### src/rtl/core/kmh_pkg.sv
// ----------------------------------------------------------------------------
// kmh_pkg: shared types and constants for the k-ary max-heap builder
// Holds the element width and the result beat structure that passes from
// the sequencer to the output register.
// ----------------------------------------------------------------------------
package kmh_pkg;

    // Width of one stored element.
    localparam int DATA_W = 32;

    // One result beat as handed from the sequencer to the output stage.
    typedef struct packed {
        logic [DATA_W-1:0] value;
        logic              last;
        logic              overflow;
    } out_beat_t;

endpackage

### src/rtl/core/kary_max_heap_build_core.sv
// ----------------------------------------------------------------------------
// kary_max_heap_build_core: k-ary max-heap builder
// Collects signed elements until a beat marked last, arranges them into a
// max-heap with ARITY children per node and streams the heap out root first.
//
//   Channel  Dir  tdata (low bit up)   tlast        tuser
//   s_       in   [31:0] value         is_last      -
//   m_       out  [31:0] value_res     is_last_res  [0] overflow
//
// Loading takes one input beat per cycle. Building fetches each sift's parent
// in ST_NODE_RD and ST_NODE_CAP and each child examined in ST_CHILD_RD and
// ST_CHILD_CMP, ends the child scan in ST_CHILD_RD at a missing child and
// writes each level of a sift in ST_DECIDE, all set by the single registered
// RAM read port. Emission reads each result beat in ST_EMIT_RD and offers it
// in ST_EMIT_CAP. No input is taken while a set is being built or emitted.
// The element RAM needs no clearing after reset; reset returns the count and
// overflow flag to zero. A stalled m_ side holds the sequencer in emission.
// ----------------------------------------------------------------------------
module kary_max_heap_build_core #(
    parameter int ARITY = 3,
    parameter int DEPTH = 64
) (
    input  logic                       aclk,
    input  logic                       aresetn,
    // Input stream
    input  logic                       s_tvalid,
    output logic                       s_tready,
    input  logic [kmh_pkg::DATA_W-1:0] s_tdata,   // [31:0] value
    input  logic                       s_tlast,   // is_last
    // Result stream
    output logic                       m_tvalid,
    input  logic                       m_tready,
    output logic [kmh_pkg::DATA_W-1:0] m_tdata,   // [31:0] value_res
    output logic                       m_tlast,   // is_last_res
    output logic                       m_tuser    // [0] overflow
);

    localparam int AW = $clog2(DEPTH);

    logic                       emit_valid;
    logic                       emit_ready;
    kmh_pkg::out_beat_t         emit_beat;
    logic                       mem_wr_en;
    logic [AW-1:0]              mem_wr_addr;
    logic [kmh_pkg::DATA_W-1:0] mem_wr_data;
    logic                       mem_rd_en;
    logic [AW-1:0]              mem_rd_addr;
    logic [kmh_pkg::DATA_W-1:0] mem_rd_data;

    logic                       m_valid_reg;
    kmh_pkg::out_beat_t         m_beat_reg;

    // Sequencer.
    kmh_seq #(
        .ARITY (ARITY),
        .DEPTH (DEPTH)
    ) u_seq (
        .aclk        (aclk),
        .aresetn     (aresetn),
        .in_valid    (s_tvalid),
        .in_ready    (s_tready),
        .in_value    (s_tdata),
        .in_last     (s_tlast),
        .emit_valid  (emit_valid),
        .emit_ready  (emit_ready),
        .emit_beat   (emit_beat),
        .mem_wr_en   (mem_wr_en),
        .mem_wr_addr (mem_wr_addr),
        .mem_wr_data (mem_wr_data),
        .mem_rd_en   (mem_rd_en),
        .mem_rd_addr (mem_rd_addr),
        .mem_rd_data (mem_rd_data)
    );

    // Element store.
    kmh_ram #(
        .WIDTH (kmh_pkg::DATA_W),
        .DEPTH (DEPTH)
    ) u_ram (
        .aclk    (aclk),
        .wr_en   (mem_wr_en),
        .wr_addr (mem_wr_addr),
        .wr_data (mem_wr_data),
        .rd_en   (mem_rd_en),
        .rd_addr (mem_rd_addr),
        .rd_data (mem_rd_data)
    );

    // Output register: takes a new beat when empty or being drained.
    assign emit_ready = !m_valid_reg || m_tready;

    always_ff @(posedge aclk) begin
        if (!aresetn) begin
            m_valid_reg <= 1'b0;
        end else if (emit_valid && emit_ready) begin
            m_valid_reg <= 1'b1;
        end else if (m_tready) begin
            m_valid_reg <= 1'b0;
        end
    end

    always_ff @(posedge aclk) begin
        if (emit_valid && emit_ready) begin
            m_beat_reg <= emit_beat;
        end
    end

    assign m_tvalid = m_valid_reg;
    assign m_tdata  = m_beat_reg.value;
    assign m_tlast  = m_beat_reg.last;
    assign m_tuser  = m_beat_reg.overflow;

endmodule

### src/rtl/core/kmh_ram.sv
// ----------------------------------------------------------------------------
// kmh_ram: generic single-write, single-read synchronous RAM
// One write port and one read port; the read data is registered and holds
// its value until the next read is enabled.
// ----------------------------------------------------------------------------
module kmh_ram #(
    parameter int WIDTH = 32,
    parameter int DEPTH = 64
) (
    input  logic                     aclk,
    input  logic                     wr_en,
    input  logic [$clog2(DEPTH)-1:0] wr_addr,
    input  logic [WIDTH-1:0]         wr_data,
    input  logic                     rd_en,
    input  logic [$clog2(DEPTH)-1:0] rd_addr,
    output logic [WIDTH-1:0]         rd_data
);

    logic [WIDTH-1:0] mem_reg [DEPTH];
    logic [WIDTH-1:0] rd_data_reg;

    // Write port.
    always_ff @(posedge aclk) begin
        if (wr_en) begin
            mem_reg[wr_addr] <= wr_data;
        end
    end

    // Registered read port.
    always_ff @(posedge aclk) begin
        if (rd_en) begin
            rd_data_reg <= mem_reg[rd_addr];
        end
    end

    assign rd_data = rd_data_reg;

endmodule

### src/rtl/core/kmh_seq.sv
// ----------------------------------------------------------------------------
// kmh_seq: load, heap-build and emission sequencer
// Stores incoming elements, sifts down from the last parent to the root with
// read-modify-write accesses to the element RAM, then reads the heap out in
// order and hands each result beat to the output stage.
// ----------------------------------------------------------------------------
module kmh_seq #(
    parameter int ARITY = 3,
    parameter int DEPTH = 64
) (
    input  logic                          aclk,
    input  logic                          aresetn,
    // Input beats
    input  logic                          in_valid,
    output logic                          in_ready,
    input  logic [kmh_pkg::DATA_W-1:0]    in_value,
    input  logic                          in_last,
    // Result beats
    output logic                          emit_valid,
    input  logic                          emit_ready,
    output kmh_pkg::out_beat_t            emit_beat,
    // Element RAM
    output logic                          mem_wr_en,
    output logic [$clog2(DEPTH)-1:0]      mem_wr_addr,
    output logic [kmh_pkg::DATA_W-1:0]    mem_wr_data,
    output logic                          mem_rd_en,
    output logic [$clog2(DEPTH)-1:0]      mem_rd_addr,
    input  logic [kmh_pkg::DATA_W-1:0]    mem_rd_data
);

    localparam int AW  = $clog2(DEPTH);
    localparam int CW  = $clog2(DEPTH + 1);
    localparam int CHW = $clog2(DEPTH * ARITY + 1);
    localparam int SW  = $clog2(ARITY);
    localparam int KW  = $clog2(ARITY + 1);

    localparam logic [CW-1:0]  DEPTH_C  = CW'(DEPTH);
    localparam logic [CHW-1:0] ARITY_CH = CHW'(ARITY);
    localparam logic [SW-1:0]  SUB_MAX  = SW'(ARITY - 1);
    localparam logic [KW-1:0]  KID_MAX  = KW'(ARITY);

    typedef enum logic [2:0] {
        ST_LOAD,
        ST_NODE_RD,
        ST_NODE_CAP,
        ST_CHILD_RD,
        ST_CHILD_CMP,
        ST_DECIDE,
        ST_EMIT_RD,
        ST_EMIT_CAP
    } state_t;

    state_t                     state_reg;
    logic [CW-1:0]              cnt_reg;
    logic                       ovf_reg;
    logic [AW-1:0]              par_reg;
    logic [SW-1:0]              sub_reg;
    logic [AW-1:0]              lastp_reg;
    logic [AW-1:0]              p_reg;
    logic [AW-1:0]              node_reg;
    logic [AW-1:0]              best_reg;
    logic [CHW-1:0]             ch_reg;
    logic [KW-1:0]              kid_reg;
    logic [AW-1:0]              k_reg;
    logic [kmh_pkg::DATA_W-1:0] node_val_reg;
    logic [kmh_pkg::DATA_W-1:0] best_val_reg;

    logic          store_ok;
    logic [CW-1:0] cnt_next;
    logic          child_ok;
    logic          child_gt;
    logic          emit_is_last;

    // Load-phase decode.
    assign store_ok = (cnt_reg < DEPTH_C);
    assign cnt_next = store_ok ? (cnt_reg + CW'(1)) : cnt_reg;
    assign in_ready = (state_reg == ST_LOAD);

    // Child range test and signed comparison against the current best.
    assign child_ok = (ch_reg < CHW'(cnt_reg));
    assign child_gt = ($signed(mem_rd_data) > $signed(best_val_reg));

    // Emission.
    assign emit_is_last    = ((CW'(k_reg) + CW'(1)) == cnt_reg);
    assign emit_valid      = (state_reg == ST_EMIT_CAP);
    assign emit_beat.value = mem_rd_data;
    assign emit_beat.last  = emit_is_last;
    assign emit_beat.overflow = ovf_reg;

    // RAM port control.
    always_comb begin
        mem_wr_en   = 1'b0;
        mem_wr_addr = cnt_reg[AW-1:0];
        mem_wr_data = in_value;
        mem_rd_en   = 1'b0;
        mem_rd_addr = node_reg;
        case (state_reg)
            ST_LOAD: begin
                mem_wr_en = in_valid && store_ok;
            end
            ST_NODE_RD: begin
                mem_rd_en = 1'b1;
            end
            ST_CHILD_RD: begin
                mem_rd_en   = child_ok;
                mem_rd_addr = ch_reg[AW-1:0];
            end
            ST_DECIDE: begin
                mem_wr_en   = 1'b1;
                mem_wr_addr = node_reg;
                mem_wr_data = (best_reg != node_reg) ? best_val_reg : node_val_reg;
            end
            ST_EMIT_RD: begin
                mem_rd_en   = 1'b1;
                mem_rd_addr = k_reg;
            end
            default: begin
            end
        endcase
    end

    // Sequencer state and counters.
    always_ff @(posedge aclk) begin
        if (!aresetn) begin
            state_reg <= ST_LOAD;
            cnt_reg   <= '0;
            ovf_reg   <= 1'b0;
            par_reg   <= '0;
            sub_reg   <= '0;
            lastp_reg <= '0;
            p_reg     <= '0;
            node_reg  <= '0;
            best_reg  <= '0;
            ch_reg    <= '0;
            kid_reg   <= '0;
            k_reg     <= '0;
        end else begin
            case (state_reg)
                ST_LOAD: begin
                    if (in_valid) begin
                        cnt_reg <= cnt_next;
                        if (!store_ok) begin
                            ovf_reg <= 1'b1;
                        end
                        // Track the parent of each stored element so that the
                        // last parent is known when the set closes.
                        if (store_ok && (cnt_reg != '0)) begin
                            lastp_reg <= par_reg;
                            if (sub_reg == SUB_MAX) begin
                                sub_reg <= '0;
                                par_reg <= par_reg + AW'(1);
                            end else begin
                                sub_reg <= sub_reg + SW'(1);
                            end
                        end
                        if (in_last) begin
                            k_reg <= '0;
                            if (cnt_next < CW'(2)) begin
                                state_reg <= ST_EMIT_RD;
                            end else if (store_ok && (cnt_reg != '0)) begin
                                p_reg     <= par_reg;
                                node_reg  <= par_reg;
                                state_reg <= ST_NODE_RD;
                            end else begin
                                p_reg     <= lastp_reg;
                                node_reg  <= lastp_reg;
                                state_reg <= ST_NODE_RD;
                            end
                        end
                    end
                end
                ST_NODE_RD: begin
                    state_reg <= ST_NODE_CAP;
                end
                ST_NODE_CAP: begin
                    node_val_reg <= mem_rd_data;
                    best_val_reg <= mem_rd_data;
                    best_reg     <= node_reg;
                    ch_reg       <= CHW'(CHW'(node_reg) * ARITY_CH + CHW'(1));
                    kid_reg      <= KW'(1);
                    state_reg    <= ST_CHILD_RD;
                end
                ST_CHILD_RD: begin
                    // Children are contiguous: the first missing one ends the scan.
                    state_reg <= child_ok ? ST_CHILD_CMP : ST_DECIDE;
                end
                ST_CHILD_CMP: begin
                    if (child_gt) begin
                        best_val_reg <= mem_rd_data;
                        best_reg     <= ch_reg[AW-1:0];
                    end
                    if (kid_reg == KID_MAX) begin
                        state_reg <= ST_DECIDE;
                    end else begin
                        kid_reg   <= kid_reg + KW'(1);
                        ch_reg    <= ch_reg + CHW'(1);
                        state_reg <= ST_CHILD_RD;
                    end
                end
                ST_DECIDE: begin
                    if (best_reg != node_reg) begin
                        // The greater child moved up; carry the sifted value on
                        // down from the child's slot.
                        node_reg     <= best_reg;
                        best_val_reg <= node_val_reg;
                        ch_reg       <= CHW'(CHW'(best_reg) * ARITY_CH + CHW'(1));
                        kid_reg      <= KW'(1);
                        state_reg    <= ST_CHILD_RD;
                    end else if (p_reg == '0) begin
                        k_reg     <= '0;
                        state_reg <= ST_EMIT_RD;
                    end else begin
                        p_reg     <= p_reg - AW'(1);
                        node_reg  <= p_reg - AW'(1);
                        state_reg <= ST_NODE_RD;
                    end
                end
                ST_EMIT_RD: begin
                    state_reg <= ST_EMIT_CAP;
                end
                ST_EMIT_CAP: begin
                    if (emit_ready) begin
                        if (emit_is_last) begin
                            cnt_reg   <= '0;
                            ovf_reg   <= 1'b0;
                            par_reg   <= '0;
                            sub_reg   <= '0;
                            lastp_reg <= '0;
                            state_reg <= ST_LOAD;
                        end else begin
                            k_reg     <= k_reg + AW'(1);
                            state_reg <= ST_EMIT_RD;
                        end
                    end
                end
                default: begin
                    state_reg <= ST_LOAD;
                end
            endcase
        end
    end

endmodule
### config.mk
export PLATFORM = sky130hd
export DESIGN_NAME = kary_max_heap_build_core
export DESIGN_NICKNAME = d
export VERILOG_FILES = /design/src/rtl/core/kmh_pkg.sv /design/src/rtl/core/kary_max_heap_build_core.sv /design/src/rtl/core/kmh_ram.sv /design/src/rtl/core/kmh_seq.sv
export SDC_FILE = /design/constraint.sdc
export NUM_CORES = 2
export LEC_CHECK = 0
export ABC_CLOCK_PERIOD_IN_PS = 5900
export BUFFER_PORTS_ARGS = -buffer_cell sky130_fd_sc_hd__buf_4
export CORE_UTILIZATION = 35
export CTS_BUF_LIST = sky130_fd_sc_hd__clkbuf_4 sky130_fd_sc_hd__clkbuf_8
export CTS_CLUSTER_SIZE = 12
export DETAILED_ROUTE_END_ITERATION = 8
export PLACE_DENSITY_LB_ADDON = 0.05
export SLEW_MARGIN = 10
export SYNTH_ARGS = -nofsm -noshare
export SYNTH_HDL_FRONTEND = slang
export SYNTH_SLANG_ARGS = --single-unit
export TNS_END_PERCENT = 10
### constraint.sdc
create_clock -name aclk -period 5.9 [get_ports aclk]
set_input_delay 0.295 -clock aclk [delete_from_list [all_inputs] [get_ports aclk]]
set_output_delay 0.295 -clock aclk [all_outputs]
set_load 0.02 [all_outputs]
# Word-level counts from Yosys, hierarchy flattened
# Memories as Yosys holds them, arrays and structs flattened. A register that Yosys moved wholly into a read port is not among the register bits.
# Index checks and enable logic that the tools add are counted.
word_totals:
  regBits: 158
  ramBits: 2048
  output_inout_bits: 36
  elab_cells: 160
  mem_count: 1
memory_table:
  columns: ["name", "words", "width", "rd", "rd_clocked_by_memory_dff", "write_ports", "line_no", "text"]
  rows:
  - ["u_ram.mem_reg", 64, 32, 1, 1, 1, "kmh_ram.sv:19", "logic [WIDTH-1:0] mem_reg [DEPTH];"]
classes:
  n_addsub: 10
  mul: 2
  order_cmp: 4
  eq_ne: 27
  n_mux: 71
  reduce_logical: 27
op_table:
  columns: ["op", "n"]
  rows:
  - ["$mux W32", 4]
  - ["$mux W6", 21]
  - ["$pmux W32 S3", 1]
  - ["$pmux W6 S2", 6]
  - ["$gt A32 B32 Y1", 1]
  - ["$mux W7", 4]
  - ["$add A8 B1 Y8 const B", 3]
  - ["$mux W3", 8]
  - ["$pmux W3 S8", 1]
  - ["$pmux W8 S3", 1]
  - ["$pmux W6 S3", 1]
  - ["$mul A6 B2 Y8 const B", 2]
  - ["$mux W8", 2]
  - ["$ne A2 B1 Y1 const B", 8]
  - ["$reduce_and A5 Y1", 3]
  - ["$mux W2", 7]
  - ["$ne A2 B2 Y1 const B", 7]
  - ["$pmux W7 S2", 1]
  - ["$add A6 B1 Y6 const B", 2]
  - ["$eq A3 B3 Y1 const B", 4]
  - ["$reduce_and A6 Y1", 2]
  - ["$mux W1", 9]
  - ["$lt A8 B7 Y1", 1]
  - ["$reduce_and A4 Y1", 2]
  - ["other kinds (27)", 40]

# Depth between registers and ports, before layout
logic_depth:
  ltp_word: 7
  mapped_depth: 15
  mapped_depth_nobuf: 11

# Hierarchy
# Synthesis repeated with hierarchy kept, for this count alone.
unflattened:
  hier_cells: 4539
  area_unflattened_um2: 88837.7
by_module_without_submodules:
  columns: ["module", "n_inst", "cells_per_inst", "area_each_um2", "seq_area_each_um2"]
  rows:
  - ["kmh_ram", 1, 3511, 79359.9, 62459.9]
  - ["kmh_seq", 1, 989, 8399.3, 3103.0]
  - ["kary_max_heap_build_core", 1, 39, 1078.5, 1041.0]

# Worst setup path before layout
# Ideal clock, no wire load.
synth_timing:
  path_type: "register to register"
  startpoint: "reg u_seq.node_reg[4]"
  endpoint: "mem u_ram.mem_reg[0][10], data pin"
  setup_time_ns: 0.701
  arrival_time_ns: 4.319
  t_required_ns: 5.199
  path_slack_ns: 0.880
  stages_incl_launch_ff: 9
  path_buffers: 3
  synth_period_minus_slack_ns: 5.020
  cell_sequence: "dfxtp_1 clkbuf_1 xor2_1 nor4_1 nand3_1 clkbuf_1 buf_2 mux2i_1 o21ai_0"
synth_between:
  elab_chain_cells: 3
synth_lines:
  columns: ["element", "line_no", "text"]
  rows:
  - ["from (decl)", "kmh_seq.sv:60", "logic [AW-1:0] node_reg;"]
  - ["from (signal assigned)", "kmh_seq.sv:162", "node_reg <= par_reg;"]
  - ["from (signal assigned)", "kmh_seq.sv:166", "node_reg <= lastp_reg;"]
  - ["from (signal assigned)", "kmh_seq.sv:204", "node_reg <= best_reg;"]
  - ["$ne A6 B6 Y1", "kmh_seq.sv:111", "mem_wr_data = (best_reg != node_reg) ? best_val_reg : node_val_reg;"]
  - ["$mux W32", "kmh_seq.sv:111", null]
  - ["$mux W32", "kmh_seq.sv:97", "case (state_reg)"]
  - ["named net mem_wr_data (one bit)", "kary_max_heap_build_core.sv:45", "logic [kmh_pkg::DATA_W-1:0] mem_wr_data;"]
  - ["to (decl)", "kmh_ram.sv:19", null]
# The timed path passes the listed nets, and every way through them passes these cells.

# Worst setup path after layout
layout_timing:
  startpoint: "reg u_seq.state_reg[1]"
  endpoint: "reg u_ram.rd_data_reg[28] (netlist: u_ram.rd_data[28]) (read register of u_ram.mem_reg), data pin"
layout_between:
  elab_chain_cells: 3
  elab_cells_between_ends: 6
  cone_classes: "eq/ne (3); mux (2); reduce/logical (1)"
layout_lines:
  columns: ["element", "line_no", "text"]
  rows:
  - ["from (decl)", "kmh_seq.sv:53", "state_t state_reg;"]
  - ["from (signal assigned)", "kmh_seq.sv:185", "state_reg <= child_ok ? ST_CHILD_CMP : ST_DECIDE;"]
  - ["$eq A3 B1 Y1 / $eq A3 B3 Y1 (equally long branches)", "kmh_seq.sv:97", null]
  - ["$reduce_or A2 Y1 (no line)", null, null]
  - ["$pmux W1 S2", "kmh_seq.sv:97", null]
  - ["to (decl)", "kmh_ram.sv:20", "logic [WIDTH-1:0] rd_data_reg;"]
# Parallel ways exist; a longest one is shown, timed or not.
# A chain may end at the register's enable or synchronous reset.

==> impl_summary.log <==
INFO  metric gr-total-overflow = 0
INFO  metric final-seq-area = 66600 um2
INFO  metric busiest_layer = met2
INFO  metric synth-simple-area-share = 0.150
INFO  metric required = 6630 ps
INFO  metric yosysWarningCount = 0
INFO  metric die_h = 512 um
INFO  metric peakVddDrop = 319 uV
INFO  metric num_io_pins = 73
INFO  metric post_synth_arst_share = 0
INFO  metric wl_per_cell = 30.0 um
INFO  metric grtUsageTotal = 0.250
INFO  metric rows = 186
INFO  metric hold_viol_final = 0
INFO  metric hold-path-cell-count = 4
INFO  metric die-width = 512 um
INFO  metric post_synth_inst_count = 6953
INFO  metric root_buffer = sky130_fd_sc_hd__clkbuf_8
INFO  metric dpl-instance-area = 97400 um2
INFO  metric setup_violations = 0
INFO  metric rr_worst_depth = 11
INFO  metric fillerInstances = 24200
INFO  metric initial_core_utilization = 0.353
INFO  metric design_area = 105000 um2
INFO  metric first_global_vias = 57900
INFO  metric synth-compound-area-share = 0.0530
INFO  metric synth-xor-area-share = 0.00372
INFO  metric synth.avg_cell_area = 13.1 um2
INFO  metric grt_pass1_wl = 465000 um
INFO  metric timing.reg2reg.setup_slack = 260 ps
INFO  metric arrival = 6370 ps
INFO  metric max_slew_margin = 0.169
INFO  metric rr_startpoint = u_seq.state_reg[1]$_SDFFE_PN0P_
INFO  metric groute.layer.met2.usage = 0.388
INFO  metric layout-drive-gt1-share = 0.147
INFO  metric timing.hold.worst_endpoint = u_ram.mem_reg[34][13]$_DFFE_PP_
INFO  metric clk_pin_slew_worst_paths = 60 ps
INFO  metric port-buffer-count = 72
INFO  metric mux_contribution_to_synthesized_area = 0.0260
INFO  metric synth_cell_types = 87
INFO  metric cts-root-to-sink-buffers = 4
INFO  metric worstSetupPathType = flip-flop to flip-flop
INFO  metric synth-edff-count = 2178
INFO  metric synth_adder_area_share = 0.00870
INFO  metric grt_util_met3 = 0.0405
INFO  metric worst_hold_startpoint = s_tdata[13]
INFO  metric numCtsBuffers = 409
INFO  metric yosys_register_bits = 2238
INFO  metric fmaxAchievable = 0.177 GHz
INFO  metric synth_flop_cell = sky130_fd_sc_hd__edfxtp_1
INFO  metric clock_skew = 91.7 ps
INFO  metric drt.antenna.violating_nets = 0
INFO  metric place_congestion = 0.828
INFO  metric drt_drc_violations_left = 0
INFO  metric detailedRoute.firstIterationViolations = 6099
INFO  metric worst_hold_path_type = input pin to flip-flop
INFO  metric grt_max_degree = 109
INFO  metric viasPerCell = 5.42
INFO  metric crit_path_start_kind = flip-flop
INFO  metric synth_top_family_by_area = simple AND/OR/NAND/NOR gates
INFO  metric detailed_place_hpwl = 199000 um
INFO  metric p_leak = 36.9 nW
INFO  metric power.density_cell_area = 478 nW/um2
INFO  metric run_status = finished clean
INFO  metric r2r-end = u_ram.rd_data[28]$_DFFE_PP_
INFO  metric setup_total_negative_slack = 0 ps
INFO  metric drtPass1Iterations = 5
INFO  metric worst-path-max-fanout = 22
INFO  metric multiInputGateArea = 23000 um2
INFO  metric nets = 7447
INFO  metric maxCapViolCount = 0
INFO  metric synth_seq_area_share = 0.733
INFO  metric syn2layout_area_growth = 15.8%
INFO  metric final-max-slew-violation-count = 0
INFO  metric route.vias.total = 59900
INFO  metric layout_commonest_cell = sky130_fd_sc_hd__edfxtp_1
INFO  metric clock_latency_of_the_later_clocked_register_in_the_worst_skew_pair = 1120 ps
INFO  metric tightestPinTransition = 1230 ps
INFO  metric mappedNetlistArea = 90900 um2
INFO  metric layout_worst_path_cycle_share = 0.957
INFO  metric syn_nets = 7052
INFO  metric grt.met1_usage = 0.367
INFO  metric largest_reg_flops = 2048
INFO  metric dieArea = 262000 um2
INFO  metric post_cts.repair.setup_buffers = 0
INFO  metric mostFrequentLayoutCells = sky130_fd_sc_hd__edfxtp_1 (2178), sky130_fd_sc_hd__nand2_1 (1884), sky130_fd_sc_hd__nand3_1 (824)
INFO  metric final.min_clock_period = 5640 ps
INFO  metric cts_max_level = 5
INFO  metric finalWirelength = 332000 um
INFO  metric setup.worst_path.end_class = flip-flop
INFO  metric core_footprint = 257000 um2
INFO  metric clock-sinks = 2238
INFO  metric grt_antenna_before_repair = 18
INFO  metric setup_repair_after_global_routing_missed_its_margin = no
INFO  metric tritoncts = yes
worst max path at each step:
stage / to / start
2_1_floorplan: u_ram.mem_reg[0][10]$_DFFE_PP_ / u_seq.node_reg[4]$_SDFFE_PN0P_
3_3_place_gp: u_ram.rd_data[28]$_DFFE_PP_ / u_seq.state_reg[1]$_SDFFE_PN0P_
4_1_cts: u_ram.rd_data[28]$_DFFE_PP_ / u_seq.state_reg[1]$_SDFFE_PN0P_
6_report: u_ram.rd_data[28]$_DFFE_PP_ / u_seq.state_reg[1]$_SDFFE_PN0P_
3_5_place_dp: u_ram.rd_data[28]$_DFFE_PP_ / u_seq.state_reg[1]$_SDFFE_PN0P_
5_1_grt: u_ram.rd_data[28]$_DFFE_PP_ / u_seq.state_reg[1]$_SDFFE_PN0P_
logic make-up (layout without fill, tap and decap cells):
logic type,count (synthesis),after routing
compound gates,753,753
xor+xnor,37,37
fa+ha+maj,62,62
buf+inv,469,1159
flops,2238,2238
mux,236,236
other cells,0,18
simple gates,3158,3158
metrics by stage:
stage	total power, W	hold WS, ps	setup slack [ps]	util	std cells
finish	0.0503	55.9	256	0.409	11000
global route	0.0524	81.8	131	0.409	11000
floorplan	0.0285	402	880	-	6953
detailed placement	0.0366	464	163	0.378	10300
CTS	0.0506	5.18	94.2	0.409	11000
global placement	0.0365	455	367	0.378	10300
critical path, stage by stage (launching register included):
cell,delay (ps)
sky130_fd_sc_hd__dfxtp_1,950
sky130_fd_sc_hd__buf_4,350
sky130_fd_sc_hd__nor3b_1,210
sky130_fd_sc_hd__o21ai_1,150
sky130_fd_sc_hd__o221a_2,410
sky130_fd_sc_hd__buf_4,310
sky130_fd_sc_hd__nand3_2,500
sky130_fd_sc_hd__a21oi_1,80
sky130_fd_sc_hd__nor4_1,1040
sky130_fd_sc_hd__o22ai_1,200
sky130_fd_sc_hd__nor3_1,670
sky130_fd_sc_hd__o211ai_1,340
area by class of cell:
class | count | area share
Clock inverter | 150 | 0.00677
Inverter | 56 | 0.00200
Multi-Input combinational cell | 4246 | 0.218
Sequential cell | 2238 | 0.633
Antenna cell | 18 | 0.000428
Tap cell | 3384 | 0.0402
Timing Repair Buffer | 397 | 0.0349
Clock buffer | 556 | 0.0644
power by group:
part | switching, W | total [W] | internal (W)
registers | 0.000735 | 0.0196 | 0.0188
logic | 0.0123 | 0.0167 | 0.00443
clock network | 0.00649 | 0.0140 | 0.00748
timing repair:
item / in CTS / in global routing
resized for setup: 0 / 1
setup endpoints to repair: 0 / 1
hold endpoints to repair: 627 / 0
hold buffers: 25 / 0
cell usage after synthesis, types with 8 or more instances:
cell type,number,share of area
sky130_fd_sc_hd__o211ai_1,8,0.00066
sky130_fd_sc_hd__buf_2,276,0.015
sky130_fd_sc_hd__nand3b_1,8,0.00066
sky130_fd_sc_hd__mux2i_1,234,0.026
sky130_fd_sc_hd__nor3_1,44,0.0024
sky130_fd_sc_hd__or4_1,12,0.00099
sky130_fd_sc_hd__ha_1,60,0.0083
sky130_fd_sc_hd__o21ai_1,10,0.00055
sky130_fd_sc_hd__dfxtp_1,60,0.013
sky130_fd_sc_hd__clkbuf_1,64,0.0026
sky130_fd_sc_hd__nand2b_1,19,0.0013
sky130_fd_sc_hd__a211oi_1,12,0.00099
sky130_fd_sc_hd__nand2_1,1884,0.078
sky130_fd_sc_hd__o2111ai_1,22,0.0021
sky130_fd_sc_hd__buf_1,27,0.0011
sky130_fd_sc_hd__o22ai_1,56,0.0039
sky130_fd_sc_hd__xnor2_1,20,0.0019
sky130_fd_sc_hd__edfxtp_1,2178,0.72
sky130_fd_sc_hd__nor2b_1,14,0.00096
sky130_fd_sc_hd__a32o_1,21,0.0023
sky130_fd_sc_hd__inv_1,52,0.0021
sky130_fd_sc_hd__a21oi_1,283,0.016
sky130_fd_sc_hd__xor2_1,16,0.0015
sky130_fd_sc_hd__buf_4,38,0.0031
sky130_fd_sc_hd__nor4_1,30,0.0021
sky130_fd_sc_hd__a22oi_1,13,0.0011
sky130_fd_sc_hd__nor2_1,169,0.0070
sky130_fd_sc_hd__a31oi_1,72,0.0050
sky130_fd_sc_hd__and3_1,34,0.0023
sky130_fd_sc_hd__o31ai_1,27,0.0022
sky130_fd_sc_hd__nand3_1,828,0.046
sky130_fd_sc_hd__nand4_1,63,0.0043
sky130_fd_sc_hd__a21o_1,23,0.0019
sky130_fd_sc_hd__or3_1,13,0.00090
sky130_fd_sc_hd__a221oi_1,13,0.0013
sky130_fd_sc_hd__a32oi_1,35,0.0034
sky130_fd_sc_hd__o21ai_0,97,0.0053
routing by layer:
metal	routed length, um	vias to the layer above
met1	154000	30900
met5	17	-
met3	21000	430
li1	-	26500
met2	150000	2112
met4	6430	2
Power figures use the tool's default switching activity.
